--- config.mk ---
export PLATFORM = sky130hd
export DESIGN_NAME = base64_urlsafe_encoder_unit_flat
export DESIGN_NICKNAME = d
export VERILOG_FILES = /design/src/rtl/b64u_pkg.sv /design/src/rtl/b64u_channels.sv /design/src/rtl/b64u_front.sv /design/src/rtl/b64u_queue.sv /design/src/rtl/b64u_back.sv /design/src/rtl/base64_urlsafe_encoder_unit.sv /design/src/flat_wrapper.sv
export VERILOG_INCLUDE_DIRS = /design/src /design/src/rtl
export SDC_FILE = /design/constraint.sdc
export NUM_CORES = 1
export LEC_CHECK = 0
export BUFFER_PORTS_ARGS = -buffer_cell sky130_fd_sc_hd__buf_2
export CAP_MARGIN = 15
export CORE_ASPECT_RATIO = 1.75
export CORE_UTILIZATION = 40
export DETAILED_ROUTE_END_ITERATION = 6
export GPL_TIMING_DRIVEN = 1
export HOLD_SLACK_MARGIN = 0.02
export SYNTH_ARGS = -nofsm -noshare
export SYNTH_HDL_FRONTEND = slang
export SYNTH_SLANG_ARGS = --single-unit
--- constraint.sdc ---
create_clock -name clk -period 3.55 [get_ports clk]
set_input_delay 0 -clock clk [delete_from_list [all_inputs] [get_ports clk]]
set_output_delay 0 -clock clk [all_outputs]
set_load 0.005 [all_outputs]
--- src/rtl/base64_urlsafe_encoder_unit_defines.svh ---
// assertion macros for the url-safe base64 encoder
`ifndef BASE64_URLSAFE_ENCODER_UNIT_DEFINES_SVH
`define BASE64_URLSAFE_ENCODER_UNIT_DEFINES_SVH

// same-cycle implication, sampled on clk, quiet while rst_n is low
`define B64U_ASSERT_NOW(label, cond, prop, text) \
    label: assert property (@(posedge clk) disable iff (!rst_n) (cond) |-> (prop)) \
        else $error(text);

// next-cycle implication, sampled on clk, quiet while rst_n is low
`define B64U_ASSERT_NEXT(label, cond, prop, text) \
    label: assert property (@(posedge clk) disable iff (!rst_n) (cond) |=> (prop)) \
        else $error(text);

`endif

--- src/rtl/b64u_pkg.sv ---
// shared types, constants and the character lookup of the base64url encoder
package b64u_pkg;

    localparam int CODE_W      = 7;
    localparam int GROUP_CHARS = 4;
    localparam int QUEUE_DEPTH = 2;

    localparam logic [CODE_W-1:0] PAD_CODE = 7'd64;

    typedef logic [CODE_W-1:0] code_t;

    // one three-byte group, already split into sextet codes
    typedef struct packed {
        code_t [GROUP_CHARS-1:0] codes;
        logic                    fin;
    } group_t;

    // queue status reported by the queue and checked by the top-level assertions
    typedef struct packed {
        logic full;
        logic not_empty;
    } q_status_t;

    // sextet code to ascii, code 64 gives the '=' pad
    function automatic logic [7:0] sextet_char(input code_t code);
        logic [7:0] c8;
        logic [7:0] ch;
        c8 = {1'b0, code};
        if (c8 < 8'd26)
        begin
            ch = c8 + 8'd65;
        end
        else if (c8 < 8'd52)
        begin
            ch = c8 + 8'd71;
        end
        else if (c8 < 8'd62)
        begin
            ch = c8 - 8'd4;
        end
        else if (c8 == 8'd62)
        begin
            ch = 8'h2D;
        end
        else if (c8 == 8'd63)
        begin
            ch = 8'h5F;
        end
        else
        begin
            ch = 8'h3D;
        end
        return ch;
    endfunction

endpackage

--- src/rtl/b64u_channels.sv ---
// handshake channels for message bytes and encoded characters
interface b64u_msg_if;
    logic       valid;
    logic       ready;
    logic [7:0] data_byte;
    logic       is_final;

    modport source (output valid, output data_byte, output is_final, input ready);
    modport sink   (input valid, input data_byte, input is_final, output ready);
endinterface

interface b64u_enc_if;
    logic       valid;
    logic       ready;
    logic [7:0] enc_char;
    logic       group_last;
    logic       message_last;

    modport source (output valid, output enc_char, output group_last,
                    output message_last, input ready);
    modport sink   (input valid, input enc_char, input group_last,
                    input message_last, output ready);
endinterface

--- src/rtl/b64u_front.sv ---
// front end: gathers bytes into groups and splits them into sextet codes
module b64u_front (
    input  logic              clk,
    input  logic              rst_n,
    b64u_msg_if.sink          msg,
    output logic              push_valid,
    input  logic              push_ready,
    output b64u_pkg::group_t  push_group
);
    import b64u_pkg::*;

    logic [1:0]  cnt_reg;
    logic [1:0]  cnt_next;
    logic [15:0] pend_reg;
    logic [15:0] pend_next;
    logic        accept;
    logic        closes;
    logic [7:0]  b0;
    logic [7:0]  b1;
    logic [7:0]  b2;

    assign msg.ready  = push_ready;
    assign accept     = msg.valid && push_ready;
    assign closes     = (cnt_reg == 2'd2) || msg.is_final;
    assign push_valid = msg.valid && closes;

    // group bytes, missing ones read as zero
    always_comb
    begin
        b0 = (cnt_reg == 2'd0) ? msg.data_byte : pend_reg[15:8];
        case (cnt_reg)
            2'd0:    b1 = 8'h00;
            2'd1:    b1 = msg.data_byte;
            default: b1 = pend_reg[7:0];
        endcase
        b2 = (cnt_reg == 2'd2) ? msg.data_byte : 8'h00;
    end

    always_comb
    begin
        push_group.codes[0] = {1'b0, b0[7:2]};
        push_group.codes[1] = {1'b0, b0[1:0], b1[7:4]};
        push_group.codes[2] = (cnt_reg == 2'd0) ? PAD_CODE : {1'b0, b1[3:0], b2[7:6]};
        push_group.codes[3] = (cnt_reg != 2'd2) ? PAD_CODE : {1'b0, b2[5:0]};
        push_group.fin      = msg.is_final;
    end

    always_comb
    begin
        cnt_next  = cnt_reg;
        pend_next = pend_reg;
        if (accept)
        begin
            if (closes)
            begin
                cnt_next = 2'd0;
            end
            else
            begin
                cnt_next = cnt_reg + 2'd1;
                if (cnt_reg == 2'd0)
                begin
                    pend_next = {msg.data_byte, 8'h00};
                end
                else
                begin
                    pend_next = {pend_reg[15:8], msg.data_byte};
                end
            end
        end
    end

    always_ff @(posedge clk or negedge rst_n)
    begin
        if (!rst_n)
        begin
            cnt_reg  <= 2'd0;
            pend_reg <= 16'h0000;
        end
        else
        begin
            cnt_reg  <= cnt_next;
            pend_reg <= pend_next;
        end
    end

endmodule

--- src/rtl/b64u_queue.sv ---
// short group queue between front end and character back end
module b64u_queue #(
    parameter int DEPTH = b64u_pkg::QUEUE_DEPTH
) (
    input  logic                 clk,
    input  logic                 rst_n,
    input  logic                 push_valid,
    output logic                 push_ready,
    input  b64u_pkg::group_t     push_group,
    output logic                 pop_valid,
    input  logic                 pop_ready,
    output b64u_pkg::group_t     pop_group,
    output b64u_pkg::q_status_t  status
);
    import b64u_pkg::*;

    localparam int PTR_W = (DEPTH > 1) ? $clog2(DEPTH) : 1;
    localparam int CNT_W = $clog2(DEPTH + 1);

    group_t           mem [DEPTH];
    logic [PTR_W-1:0] wr_ptr_reg;
    logic [PTR_W-1:0] wr_ptr_next;
    logic [PTR_W-1:0] rd_ptr_reg;
    logic [PTR_W-1:0] rd_ptr_next;
    logic [CNT_W-1:0] count_reg;
    logic [CNT_W-1:0] count_next;
    logic             do_push;
    logic             do_pop;

    assign status.full      = (count_reg == CNT_W'(DEPTH));
    assign status.not_empty = (count_reg != '0);
    assign push_ready       = !status.full;
    assign pop_valid        = status.not_empty;
    assign pop_group        = mem[rd_ptr_reg];
    assign do_push          = push_valid && push_ready;
    assign do_pop           = pop_valid && pop_ready;

    always_comb
    begin
        wr_ptr_next = wr_ptr_reg;
        rd_ptr_next = rd_ptr_reg;
        count_next  = count_reg;
        if (do_push)
        begin
            wr_ptr_next = (wr_ptr_reg == PTR_W'(DEPTH - 1)) ? '0 : wr_ptr_reg + PTR_W'(1);
        end
        if (do_pop)
        begin
            rd_ptr_next = (rd_ptr_reg == PTR_W'(DEPTH - 1)) ? '0 : rd_ptr_reg + PTR_W'(1);
        end
        if (do_push && !do_pop)
        begin
            count_next = count_reg + CNT_W'(1);
        end
        else if (do_pop && !do_push)
        begin
            count_next = count_reg - CNT_W'(1);
        end
    end

    always_ff @(posedge clk or negedge rst_n)
    begin
        if (!rst_n)
        begin
            wr_ptr_reg <= '0;
            rd_ptr_reg <= '0;
            count_reg  <= '0;
        end
        else
        begin
            wr_ptr_reg <= wr_ptr_next;
            rd_ptr_reg <= rd_ptr_next;
            count_reg  <= count_next;
        end
    end

    always_ff @(posedge clk)
    begin
        if (do_push)
        begin
            mem[wr_ptr_reg] <= push_group;
        end
    end

endmodule

--- src/rtl/b64u_back.sv ---
// back end: emits the four characters of each group, one per cycle while enc is ready
module b64u_back (
    input  logic              clk,
    input  logic              rst_n,
    input  logic              pop_valid,
    output logic              pop_ready,
    input  b64u_pkg::group_t  pop_group,
    output logic              busy,
    b64u_enc_if.source        enc
);
    import b64u_pkg::*;

    group_t     grp_reg;
    group_t     grp_next;
    logic       grp_valid_reg;
    logic       grp_valid_next;
    logic [1:0] idx_reg;
    logic [1:0] idx_next;
    logic       out_valid_reg;
    logic       out_valid_next;
    logic [7:0] char_reg;
    logic [7:0] char_next;
    logic       glast_reg;
    logic       glast_next;
    logic       mlast_reg;
    logic       mlast_next;
    logic       advance;
    logic       last_char;
    logic       do_pop;

    assign advance   = grp_valid_reg && (!out_valid_reg || enc.ready);
    assign last_char = (idx_reg == 2'd3);
    assign pop_ready = !grp_valid_reg || (advance && last_char);
    assign do_pop    = pop_valid && pop_ready;
    assign busy      = grp_valid_reg;

    assign enc.valid        = out_valid_reg;
    assign enc.enc_char     = char_reg;
    assign enc.group_last   = glast_reg;
    assign enc.message_last = mlast_reg;

    always_comb
    begin
        grp_next       = grp_reg;
        grp_valid_next = grp_valid_reg;
        idx_next       = idx_reg;
        out_valid_next = out_valid_reg;
        char_next      = char_reg;
        glast_next     = glast_reg;
        mlast_next     = mlast_reg;

        if (advance)
        begin
            out_valid_next = 1'b1;
            char_next      = sextet_char(grp_reg.codes[idx_reg]);
            glast_next     = last_char;
            mlast_next     = last_char && grp_reg.fin;
            idx_next       = idx_reg + 2'd1;
            if (last_char)
            begin
                grp_valid_next = 1'b0;
            end
        end
        else if (enc.ready)
        begin
            out_valid_next = 1'b0;
        end

        if (do_pop)
        begin
            grp_next       = pop_group;
            grp_valid_next = 1'b1;
            idx_next       = 2'd0;
        end
    end

    always_ff @(posedge clk or negedge rst_n)
    begin
        if (!rst_n)
        begin
            grp_valid_reg <= 1'b0;
            idx_reg       <= 2'd0;
            out_valid_reg <= 1'b0;
        end
        else
        begin
            grp_valid_reg <= grp_valid_next;
            idx_reg       <= idx_next;
            out_valid_reg <= out_valid_next;
        end
    end

    always_ff @(posedge clk)
    begin
        grp_reg   <= grp_next;
        char_reg  <= char_next;
        glast_reg <= glast_next;
        mlast_reg <= mlast_next;
    end

endmodule

--- src/rtl/base64_urlsafe_encoder_unit.sv ---
// url-safe base64 encoder with '=' padding, one message byte in, one character out
//
// Bytes arrive on msg, one per request, with is_final on the last byte of a
// message. Every group of three bytes, and a shorter group closed by the final
// byte, leaves as four characters from A-Z a-z 0-9 - _ on enc, with '=' in
// place of missing sextets; group_last marks the fourth character and
// message_last the fourth character of the closing group. A byte is taken in
// the cycle it is offered while the group queue has room, so bytes may follow
// back to back; the character side gives one character per cycle while enc
// is ready, so sustained throughput is three bytes per four characters, set
// by the single character register of the back end. A group's first character
// passes the queue, then the group and character registers of the back end.
// The front end and back end are parted by a queue of QUEUE_DEPTH groups so a
// stall on enc does not reach msg until the queue is full.
`include "base64_urlsafe_encoder_unit_defines.svh"

module base64_urlsafe_encoder_unit #(
    parameter int QUEUE_DEPTH = b64u_pkg::QUEUE_DEPTH
) (
    input  logic         clk,
    input  logic         rst_n,
    b64u_msg_if.sink     msg,
    b64u_enc_if.source   enc
);
    import b64u_pkg::*;

    // front end to queue
    logic       push_valid;
    logic       push_ready;
    group_t     push_group;

    // queue to back end
    logic       pop_valid;
    logic       pop_ready;
    group_t     pop_group;
    q_status_t  q_status;
    logic       back_busy;

    // byte gathering and sextet split
    b64u_front u_front (
        .clk        (clk),
        .rst_n      (rst_n),
        .msg        (msg),
        .push_valid (push_valid),
        .push_ready (push_ready),
        .push_group (push_group)
    );

    // decoupling queue of whole groups
    b64u_queue #(
        .DEPTH (QUEUE_DEPTH)
    ) u_queue (
        .clk        (clk),
        .rst_n      (rst_n),
        .push_valid (push_valid),
        .push_ready (push_ready),
        .push_group (push_group),
        .pop_valid  (pop_valid),
        .pop_ready  (pop_ready),
        .pop_group  (pop_group),
        .status     (q_status)
    );

    // character serialiser with output register
    b64u_back u_back (
        .clk       (clk),
        .rst_n     (rst_n),
        .pop_valid (pop_valid),
        .pop_ready (pop_ready),
        .pop_group (pop_group),
        .busy      (back_busy),
        .enc       (enc)
    );

    // a full queue must hold off new bytes
    `B64U_ASSERT_NOW(a_full_blocks_input, q_status.full, !msg.ready, "byte taken with queue full")

    // message end only ever lands on the fourth character of a group
    `B64U_ASSERT_NOW(a_mlast_on_glast, enc.valid && enc.message_last, enc.group_last,
        "message_last without group_last")

    // an idle back end picks up a waiting group at once
    `B64U_ASSERT_NEXT(a_back_picks_up, q_status.not_empty && !back_busy, back_busy,
        "waiting group not picked up")

endmodule
--- src/flat_wrapper.sv ---
// flat-port wrapper written by rule: the top's interface ports become plain ports
module base64_urlsafe_encoder_unit_flat import b64u_pkg::*;
#(
    parameter int QUEUE_DEPTH = b64u_pkg::QUEUE_DEPTH
)
  (clk, rst_n, msg_valid, msg_data_byte, msg_is_final, msg_ready, enc_valid, enc_enc_char, enc_group_last, enc_message_last, enc_ready);
  b64u_msg_if msg_i ();
  b64u_enc_if enc_i ();
  input  logic clk;
  input  logic rst_n;
  input wire logic [$bits(msg_i.valid)-1:0] msg_valid;
  input wire logic [$bits(msg_i.data_byte)-1:0] msg_data_byte;
  input wire logic [$bits(msg_i.is_final)-1:0] msg_is_final;
  output wire logic [$bits(msg_i.ready)-1:0] msg_ready;
  output wire logic [$bits(enc_i.valid)-1:0] enc_valid;
  output wire logic [$bits(enc_i.enc_char)-1:0] enc_enc_char;
  output wire logic [$bits(enc_i.group_last)-1:0] enc_group_last;
  output wire logic [$bits(enc_i.message_last)-1:0] enc_message_last;
  input wire logic [$bits(enc_i.ready)-1:0] enc_ready;
  assign msg_i.valid = msg_valid;
  assign msg_i.data_byte = msg_data_byte;
  assign msg_i.is_final = msg_is_final;
  assign msg_ready = msg_i.ready;
  assign enc_valid = enc_i.valid;
  assign enc_enc_char = enc_i.enc_char;
  assign enc_group_last = enc_i.group_last;
  assign enc_message_last = enc_i.message_last;
  assign enc_i.ready = enc_ready;
  base64_urlsafe_encoder_unit #(.QUEUE_DEPTH(QUEUE_DEPTH)) u_core (.clk(clk), .rst_n(rst_n), .msg(msg_i), .enc(enc_i));
endmodule
# Yosys cells after proc, flatten, opt, wreduce, memory -nomap -nowiden
# Memories as Yosys holds them, arrays and structs flattened. A register that Yosys moved wholly into a read port is not among the register bits.
# Cells that the tools add are included.
# Widths: inputs -> output; s select.
[op_classes]
n_reduce_logical = 26
n_mux = 27
eq_ne = 7
n_addsub = 9
bitwise = 1
magnitude_cmp = 4
[ops]
columns = ["cell", "n"]
rows = [
  ["$mux 8", 6],
  ["$mux 7", 5],
  ["$add 7x7->8 const B", 2],
  ["$pmux 8 s2", 1],
  ["$bmux 7 s2", 1],
  ["$eq 7x6->1 const B", 2],
  ["$lt 7x6->1 const B", 2],
  ["$mux 2", 5],
  ["$reduce_bool 2->1", 5],
  ["$logic_and 1x1->1", 9],
  ["$mux 1", 9],
  ["$sub 7x3->8 const B", 1],
  ["$lt 7x5->1 const B", 1],
  ["$add 2x1->2 const B", 3],
  ["$eq 2x2->1 const B", 3],
  ["$logic_not 1->1", 5],
  ["$reduce_and 2->1", 2],
  ["$logic_or 1x1->1", 3],
  ["$lt 2x3->1 const B", 1],
  ["$reduce_and 3->1", 1],
  ["$add 1x1->1 const B", 2],
  ["$eq 2x1->1 const B", 1],
  ["$logic_not 2->1", 1],
  ["$ne 2x2->1 const B", 1],
  ["other kinds (2)", 2],
]
[word_totals]
inputBits = 13
elab_cells = 89
ram_bits = 54
ff_bits = 50
n_memories = 1
[memory_table]
columns = ["name", "depth", "width", "read_ports", "rd_clocked_by_memory_dff", "wr", "line", "source"]
rows = [
  ["u_core.u_queue.mem", 2, 27, 1, 1, 1, "b64u_queue.sv:20", "group_t mem [DEPTH];"],
]

# Longest topological paths before layout
# Gate-level depths: netlist of the first run.
[depth]
depth_word = 9
ltp_mapped = 9
depth_no_buf = 8

# Cells and area by module
# A second synthesis of the first run with hierarchy kept.
[hier_totals]
cells_unflattened = 350
hier_area_um2 = 5427.7
[by_module_without_submodules]
columns = ["mod", "area_each_um2", "cells_each", "n_inst", "seq_area_each_um2"]
rows = [
  ["b64u_queue", 2327.2, 110, 1, 1841.8],
  ["b64u_back", 2000.7, 133, 1, 1271.2],
  ["b64u_front", 1099.8, 107, 1, 450.4],
]

# Worst setup path after synthesis of the first run
# OpenSTA, ideal clock, no wires.
[synth_timing]
kind = "reg2reg"
startpoint = "register u_core.u_front.cnt_reg[0]"
endpoint = "memory u_core.u_queue.mem[0][0] in the netlist's numbering (enable)"
setup_time_ps = 445
period_less_slack_ps = 3154
required_time_ps = 3105
arrival_time_ps = 2709
stages_incl_launch_ff = 5
setup_slack_ps = 396
path_cell_list = "dfrtp_1 inv_1 ha_1 nor2_1 nor3_1"
[synth_via]
elab_chain_len = 6
[synth_rtl]
columns = ["item", "line", "source"]
rows = [
  ["start, declared", "b64u_front.sv:12", "logic [1:0] cnt_reg;"],
  ["start signal, assigned", "b64u_front.sv:82", "cnt_reg <= cnt_next;"],
  ["$eq 2x2->1", "b64u_front.sv:24", "assign closes = (cnt_reg == 2'd2) || msg.is_final;"],
  ["$logic_or 1x1->1", "b64u_front.sv:24", ""],
  ["$logic_and 1x1->1", "b64u_front.sv:25", "assign push_valid = msg.valid && closes;"],
  ["$logic_and 1x1->1", "b64u_queue.sv:35", "assign do_push = push_valid && push_ready;"],
  ["$mux 1", "b64u_queue.sv:79", "if (do_push)"],
  ["$mux 1 (not written as such)", "b64u_queue.sv:81", "mem[wr_ptr_reg] <= push_group;"],
  ["end, declared", "b64u_queue.sv:20", ""],
]
# No other way between the ends.

# Final worst setup path of the first run
[layout_timing]
startpoint = "register u_core.u_back.idx_reg[0]"
endpoint = "register u_core.u_back.char_reg[2], in the netlist u_core.u_back.enc.enc_char[2], data pin"
[layout_via]
elab_chain_len = 7
[layout_rtl]
columns = ["item", "line", "source"]
rows = [
  ["start, declared", "b64u_back.sv:17", "logic [1:0] idx_reg;"],
  ["start signal, assigned", "b64u_back.sv:88", "idx_reg <= idx_next;"],
  ["$bmux 7 s2 *", "b64u_back.sv:55", "char_next = sextet_char(grp_reg.codes[idx_reg]);"],
  ["$mux 7 (not written as such) *", "b64u_back.sv:55", ""],
  ["parallel branches: the longest is 4 deep, another holds $sub 7x3->8", "n/a", ""],
  ["$mux 8 *", "b64u_pkg.sv:29", "if (c8 < 8'd26)"],
  ["end signal, assigned", "b64u_back.sv:96", "char_reg <= char_next;"],
  ["end, declared", "b64u_back.sv:21", "logic [7:0] char_reg;"],
]
# Every way passes the cells marked *. The select of a mux whose other input is x is not followed.
# A chain may end at the register's enable or synchronous reset.

==> out/results.txt, run 1 <==
Routed vias - 2685
Layout cells sized above 1 - 0.309
CP arrival - 2.74 ns
Register area - 3380 um2
Setup Buffers After CTS - 0
Kind of critical path - flop to flop
R2R cell count - 5
Routability cong. - 0.910
Max FFs per register - 54
Clk Latency, worst-skew pair - 0.41 ns
Post-DP Area - 5350 um2
First DRT Iteration DRCs - 89
CTS Hold Bufs - 12
Fin crit period - 2.58 ns
R2r setup slk - 0.97 ns
Period utilization - 0.728
Final hold slack - 0.139 ns
Clock sink count - 117
Multi-input gate area - 1560 um2
# fillers - 1022
Starting utilization of the core area - 0.416
P per Cell Area - 947 nW/um2
Final Non-Filler Cells - 550
Row Count - 53
Initial antenna violation count - 0
CP Data Required Time - 3.70 ns
Max_slew headroom - 0.589
Leading area contributor after synthesis - edfxtp_1
Clk buf depth - 2
Synth Instances - 324
Crit path capture type - flop
Drt wl/cell - 15.4 um
Total GRT Usage - 0.145
Depth of the CTS H-tree - 4
Leakage - 0.00226 uW
ANT cells - 0
Mapped cell area - 5050 um2
Worst Setup Start Kind - flop
Clock Tree Root - clkbuf_16
# resized after CTS - 0
Vias in the first global route - 2763
DRT antenna net count - 0
Synthesis Warnings - 0
Outcome - finished clean
Grt ovf - 0
Fin. max-slew vios - 0
Final HPWL DP - 5.85 mm
Post-synth EDFFs - 91
Vias per cell - 4.88
RSZ-0062 raised after global routing - no
Synth unique cells - 48
Max-cap violations - 0
Syn_nets - 347
CP max FO - 10
First-pass GRT wire length - 13.8 mm
Router iterations before antenna repair - 4
Hold WC Path Type - input port to async pin
Worst flop-to-flop path endpoint - u_core.u_back.enc.enc_char[2]
Synthesis-stage register bit count - 117
Final WL - 8.45 mm
Boundary pin count - 25
Worst Skew - 0.0203 ns
Std-Cell Core Area - 12100 um2
Top post-synthesis cells by area - edfxtp_1 (54%), dfrtp_1 (13%), mux2_2 (9.8%), ha_1 (2.5%), mux4_2 (1.8%)
Worst vdd ir - 0.360 mV
Setup-failing EPs final - 0
Most frequent cells in the layout - edfxtp_1 (91), mux2_2 (44), dfrtp_1 (26)
Most used DFF post-synth - edfxtp_1
Syn avg cell area - 15.6 um2
Setup TNS - 0 ns
Register area share after synthesis - 0.670
Area delta synth->final - 20.5%
CTS buffer count - 17
Commonest non-fill, non-tap cell in the layout - edfxtp_1
Measured slew at the worst slew-check pin - 0.617 ns
Top cell type's share of synthesized area - 0.542
CTS tree - yes
Nets - 395
Design Area, Final - 6080 um2
Residual DRC - 0
Final-report hold violation count - 0
Buffers added on ports - 24
Reg clk slew, reported paths - 0.05 ns
Placed Cells incl. Taps - 505
Die ar. - 13100 um2
Reg-to-reg startpoint - u_core.u_back.idx_reg[0]
Ys async rst share - 0.222
Fmax - 387 MHz
Die width - 86.9 um
Largest net degree at the start of global routing - 31
Pwr Total - 5750 uW
Die height - 151 um
==> cell usage after synthesis, types with 2 or more instances <==
| cell type | number |
|---|---|
| edfxtp_1 | 91 |
| mux2_2 | 44 |
| dfrtp_1 | 26 |
| nand2_1 | 22 |
| inv_1 | 11 |
| nand2b_1 | 11 |
| ha_1 | 10 |
| nor2_1 | 10 |
| o21ai_0 | 10 |
| and2_1 | 8 |
| a21oi_1 | 7 |
| clkbuf_1 | 7 |
| mux2i_1 | 7 |
| a22o_1 | 5 |
| xor2_1 | 5 |
| mux4_2 | 4 |
| nor3_1 | 4 |
| xnor2_1 | 4 |
| nand3_1 | 3 |
| o211ai_1 | 3 |
| buf_6 | 2 |
| nand4_1 | 2 |
| nor3b_1 | 2 |
| o2bb2ai_1 | 2 |
==> worst max-delay path, stage by stage (launching register included) <==
cell and delay (ns):
dfrtp_1 0.65, mux4_2 0.71, o211ai_2 0.24, and3_1 0.39, mux2i_1 0.25, o2bb2ai_1 0.08
==> where the power goes <==
group	leakage, uW	internal (uW)	switching (uW)	total (uW)
Sequential	0.00116	2040	189	2230
Clock	0.000284	1070	561	1630
Combinational	0.000818	867	1030	1900
Total	0.00226	3980	1780	5750
==> worst max-delay path by stage <==
stage / from / endpoint / slack [ns] / cells past startpoint
2_1_floorplan: u_core.u_front.cnt_reg[0] / u_core.u_queue.mem[0][0] / 0.40 / 4
3_3_place_gp: u_core.u_back.idx_reg[0] / u_core.u_back.enc.enc_char[2] / 1.05 / 5
3_5_place_dp: u_core.u_back.idx_reg[0] / u_core.u_back.enc.enc_char[2] / 0.97 / 5
4_1_cts: u_core.u_back.idx_reg[0] / u_core.u_back.enc.enc_char[2] / 0.97 / 5
5_1_grt: u_core.u_back.idx_reg[0] / u_core.u_back.enc.enc_char[4] / 0.77 / 8
6_report: u_core.u_back.idx_reg[0] / u_core.u_back.enc.enc_char[2] / 0.97 / 5
==> through the flow <==
stage                     setup slack (ns)   util
after global routing                 0.765  0.501
after CTS                            0.968  0.499
final                                0.967  0.501
after floorplan                      0.396      -
after global placement                1.05  0.441
after detailed placement             0.970  0.441
==> final cells by class <==
cell class	instances	share of cell area
Sequential cell	117	0.557
Multi-Input combinational cell	183	0.256
Clock buffer	24	0.0842
Timing Repair Buffer	41	0.0490
Inverter	12	0.00823
Tap cell	165	0.0340
Clock inverter	8	0.0119
==> cells by family after synthesis <==
group | after synthesis | synth area share
xor+xnor | 9 | 0.0156
simple gates | 66 | 0.0674
flops | 117 | 0.670
compound gates | 40 | 0.0600
fa+ha+maj | 10 | 0.0248
other cells | 1 | 0.000743
mux | 57 | 0.138
buf+inv | 24 | 0.0228
==> layer usage <==
layer	share of wire	vias up	global-route usage
met1	0.38	1303	0.141
li1	-	1316	-
met5	0	-	0
met2	0.57	54	0.266
met4	0.017	0	0.0892
met3	0.024	12	0.0389
Power figures use the tool's default switching activity.
==> run 2, diff against run 1 <==
==> constraint.sdc (replaced) <==
create_clock -name clk -period 2.55 [get_ports clk]
set_input_delay 0 -clock clk [delete_from_list [all_inputs] [get_ports clk]]
set_output_delay 0 -clock clk [all_outputs]
set_load 0.005 [all_outputs]
==> run 2 against run 1 <==
Compared with the run above:
- sequential power increased by 36%
- critical path depth increased by 4
- final area increased by 0.54%
- clock power increased by 32%
- largest cell class unchanged
- largest power group unchanged
==> out/results.txt, run 2 (synthesis gave the netlist of run 1 again) <==
Boundary pin count - 25 (unchanged)
Vias per cell - 4.99 (+2.1%)
CP max FO - 10 (unchanged)
Most frequent cells in the layout - edfxtp_1 (91), mux2_2 (44), dfrtp_1 (26)
Clk Latency, worst-skew pair - 0.41 ns (about the same)
Pwr Total - 7990 uW (+39%)
Die width - 86.9 um (unchanged)
# resized after CTS - 0 (unchanged)
Row Count - 53 (unchanged)
Routed wl met2 - 4.69 mm (-3.4%)
CTS tree - yes
Grt ovf - 0 (unchanged)
Outcome - finished clean
Initial antenna violation count - 0 (unchanged)
Wl on met1 - 3.33 mm (+2.7%)
Worst Skew - 0.0127 ns (-0.00766 ns)
Hold WC Path Type - input port to flop
Commonest non-fill, non-tap cell in the layout - edfxtp_1
Routed vias - 2782 (+3.6%)
Area delta synth->final - 21.1%
Residual DRC - 0 (unchanged)
Depth of the CTS H-tree - 4 (unchanged)
Worst Setup Start Kind - flop
Clock Tree Root - clkbuf_16
Vias in the first global route - 2877 (+4.1%)
Fin util - 0.504 (+0.00268)
Crit path capture type - flop
Router iterations before antenna repair - 4 (unchanged)
Reg clk slew, reported paths - 0.06 ns (about the same)
Period utilization - 0.947 (+0.220)
Max-cap violations - 0 (unchanged)
Buffers added on ports - 24 (unchanged)
Starting utilization of the core area - 0.416 (unchanged)
Measured slew at the worst slew-check pin - 0.647 ns (+0.0306 ns)
Routability cong. - 0.854 (-6.2%)
Leakage - 0.00227 uW (+0.58%)
Fin. max-slew vios - 0 (unchanged)
Setup-failing EPs final - 0 (unchanged)
Fmax - 414 MHz (+6.9%)
Kind of critical path - flop to flop
Final HPWL DP - 5.70 mm (-2.6%)
ANT cells - 0 (unchanged)
First-pass GRT wire length - 14.2 mm (+3.0%)
Final WL - 8.50 mm (+0.58%)
Worst vdd ir - 0.735 mV (+100%)
Std-Cell Core Area - 12100 um2 (unchanged)
Drt wl/cell - 15.2 um (-0.86%)
Metal3 WL - 275 um (+33%)
Layout cells sized above 1 - 0.328 (+0.0192)
First DRT Iteration DRCs - 124 (+39%)
Clk buf depth - 2 (unchanged)
Die ar. - 13100 um2 (unchanged)
Total GRT Usage - 0.148 (+0.00293)
Setup TNS - 0 ns (unchanged)
RSZ-0062 raised after global routing - no
Fin crit period - 2.42 ns (-0.168 ns)
DRT antenna net count - 0 (unchanged)
Top Metal Used - met4
Clock sink count - 117 (unchanged)
Largest net degree at the start of global routing - 31 (unchanged)
Die height - 151 um (unchanged)
Nets - 403 (+2.0%)
CP arrival - 2.67 ns (-0.07 ns)
CTS buffer count - 17 (unchanged)
Final-report hold violation count - 0 (unchanged)
P per Cell Area - 1310 nW/um2 (+38%)
CP Data Required Time - 2.80 ns (-0.90 ns)
Max FFs per register - 54 (unchanged)
Max_slew headroom - 0.568 (-0.0204)
==> run 2: final timing paths <==
check,slack [ns],startpoint,to,depth (start not counted)
max in group asynchronous,1.97,rst_n,u_core.u_front.pend_reg[4],2
min in group asynchronous,0.15,rst_n,u_core.u_queue.wr_ptr_reg,2
hold reg to reg,0.48,u_core.u_front.pend_reg[1],u_core.u_front.pend_reg[1],2
hold / removal,0.04,msg_valid,u_core.u_front.cnt_reg[0],4
setup reg to reg,0.13,u_core.u_back.idx_reg[0],u_core.u_back.enc.enc_char[4],9
setup / recovery,0.13,u_core.u_back.idx_reg[0],u_core.u_back.enc.enc_char[4],9
==> run 2: metal layers <==
| metal | global-route usage | vias to the layer above |
|---|---|---|
| li1 | - | 1330 |
| met1 | 0.155 | 1366 |
| met2 | 0.263 | 66 |
| met3 | 0.0433 | 20 |
| met4 | 0.0775 | 0 |
| met5 | 0 | - |
==> run 2: final cells by class <==
type | instances | area, um2
Fill cell | 1051 | 6020
Sequential cell | 117 | 3380
Multi-Input combinational cell | 183 | 1560
Clock buffer | 17 | 425
Timing Repair Buffer | 49 | 360
Tap cell | 165 | 206
Clock inverter | 15 | 123
Inverter | 12 | 50.0
==> run 2: worst max-delay path, stage by stage (launching register included) <==
cell and delay (ns):
dfrtp_1 0.38, buf_12 0.15, mux4_2 0.61, inv_1 0.12
ha_1 0.14, inv_1 0.04, a21o_1 0.21, a311oi_1 0.31
o221ai_1 0.19, o211ai_1 0.11
==> run 2: what timing repair did <==
item | 4_1_cts | 5_1_grt
hold buffers | 11 | 0
setup endpoints to repair | 0 | 1
buffers inserted | 0 | 2
endpoints found under the hold margin | 84 | 0
==> run 2: report_power, final <==
| part | total, uW | internal, uW | switching (uW) |
|---|---|---|---|
| logic | 2790 | 1290 | 1510 |
| clock network | 2150 | 1260 | 891 |
| registers | 3040 | 2840 | 205 |
| total | 7990 | 5380 | 2600 |
==> run 2: stage by stage <==
stage                     hold WS, ns  cell area (um2)  instances  setup WS [ns]
after floorplan                -0.296             5050        324          0.224
after global placement         0.0617             5440        513          0.257
after detailed placement       0.0667             5440        513          0.191
after CTS                      0.0316             6100        556          0.175
after global routing            0.101             6110        558         0.0167
final                          0.0441             6110        558          0.134
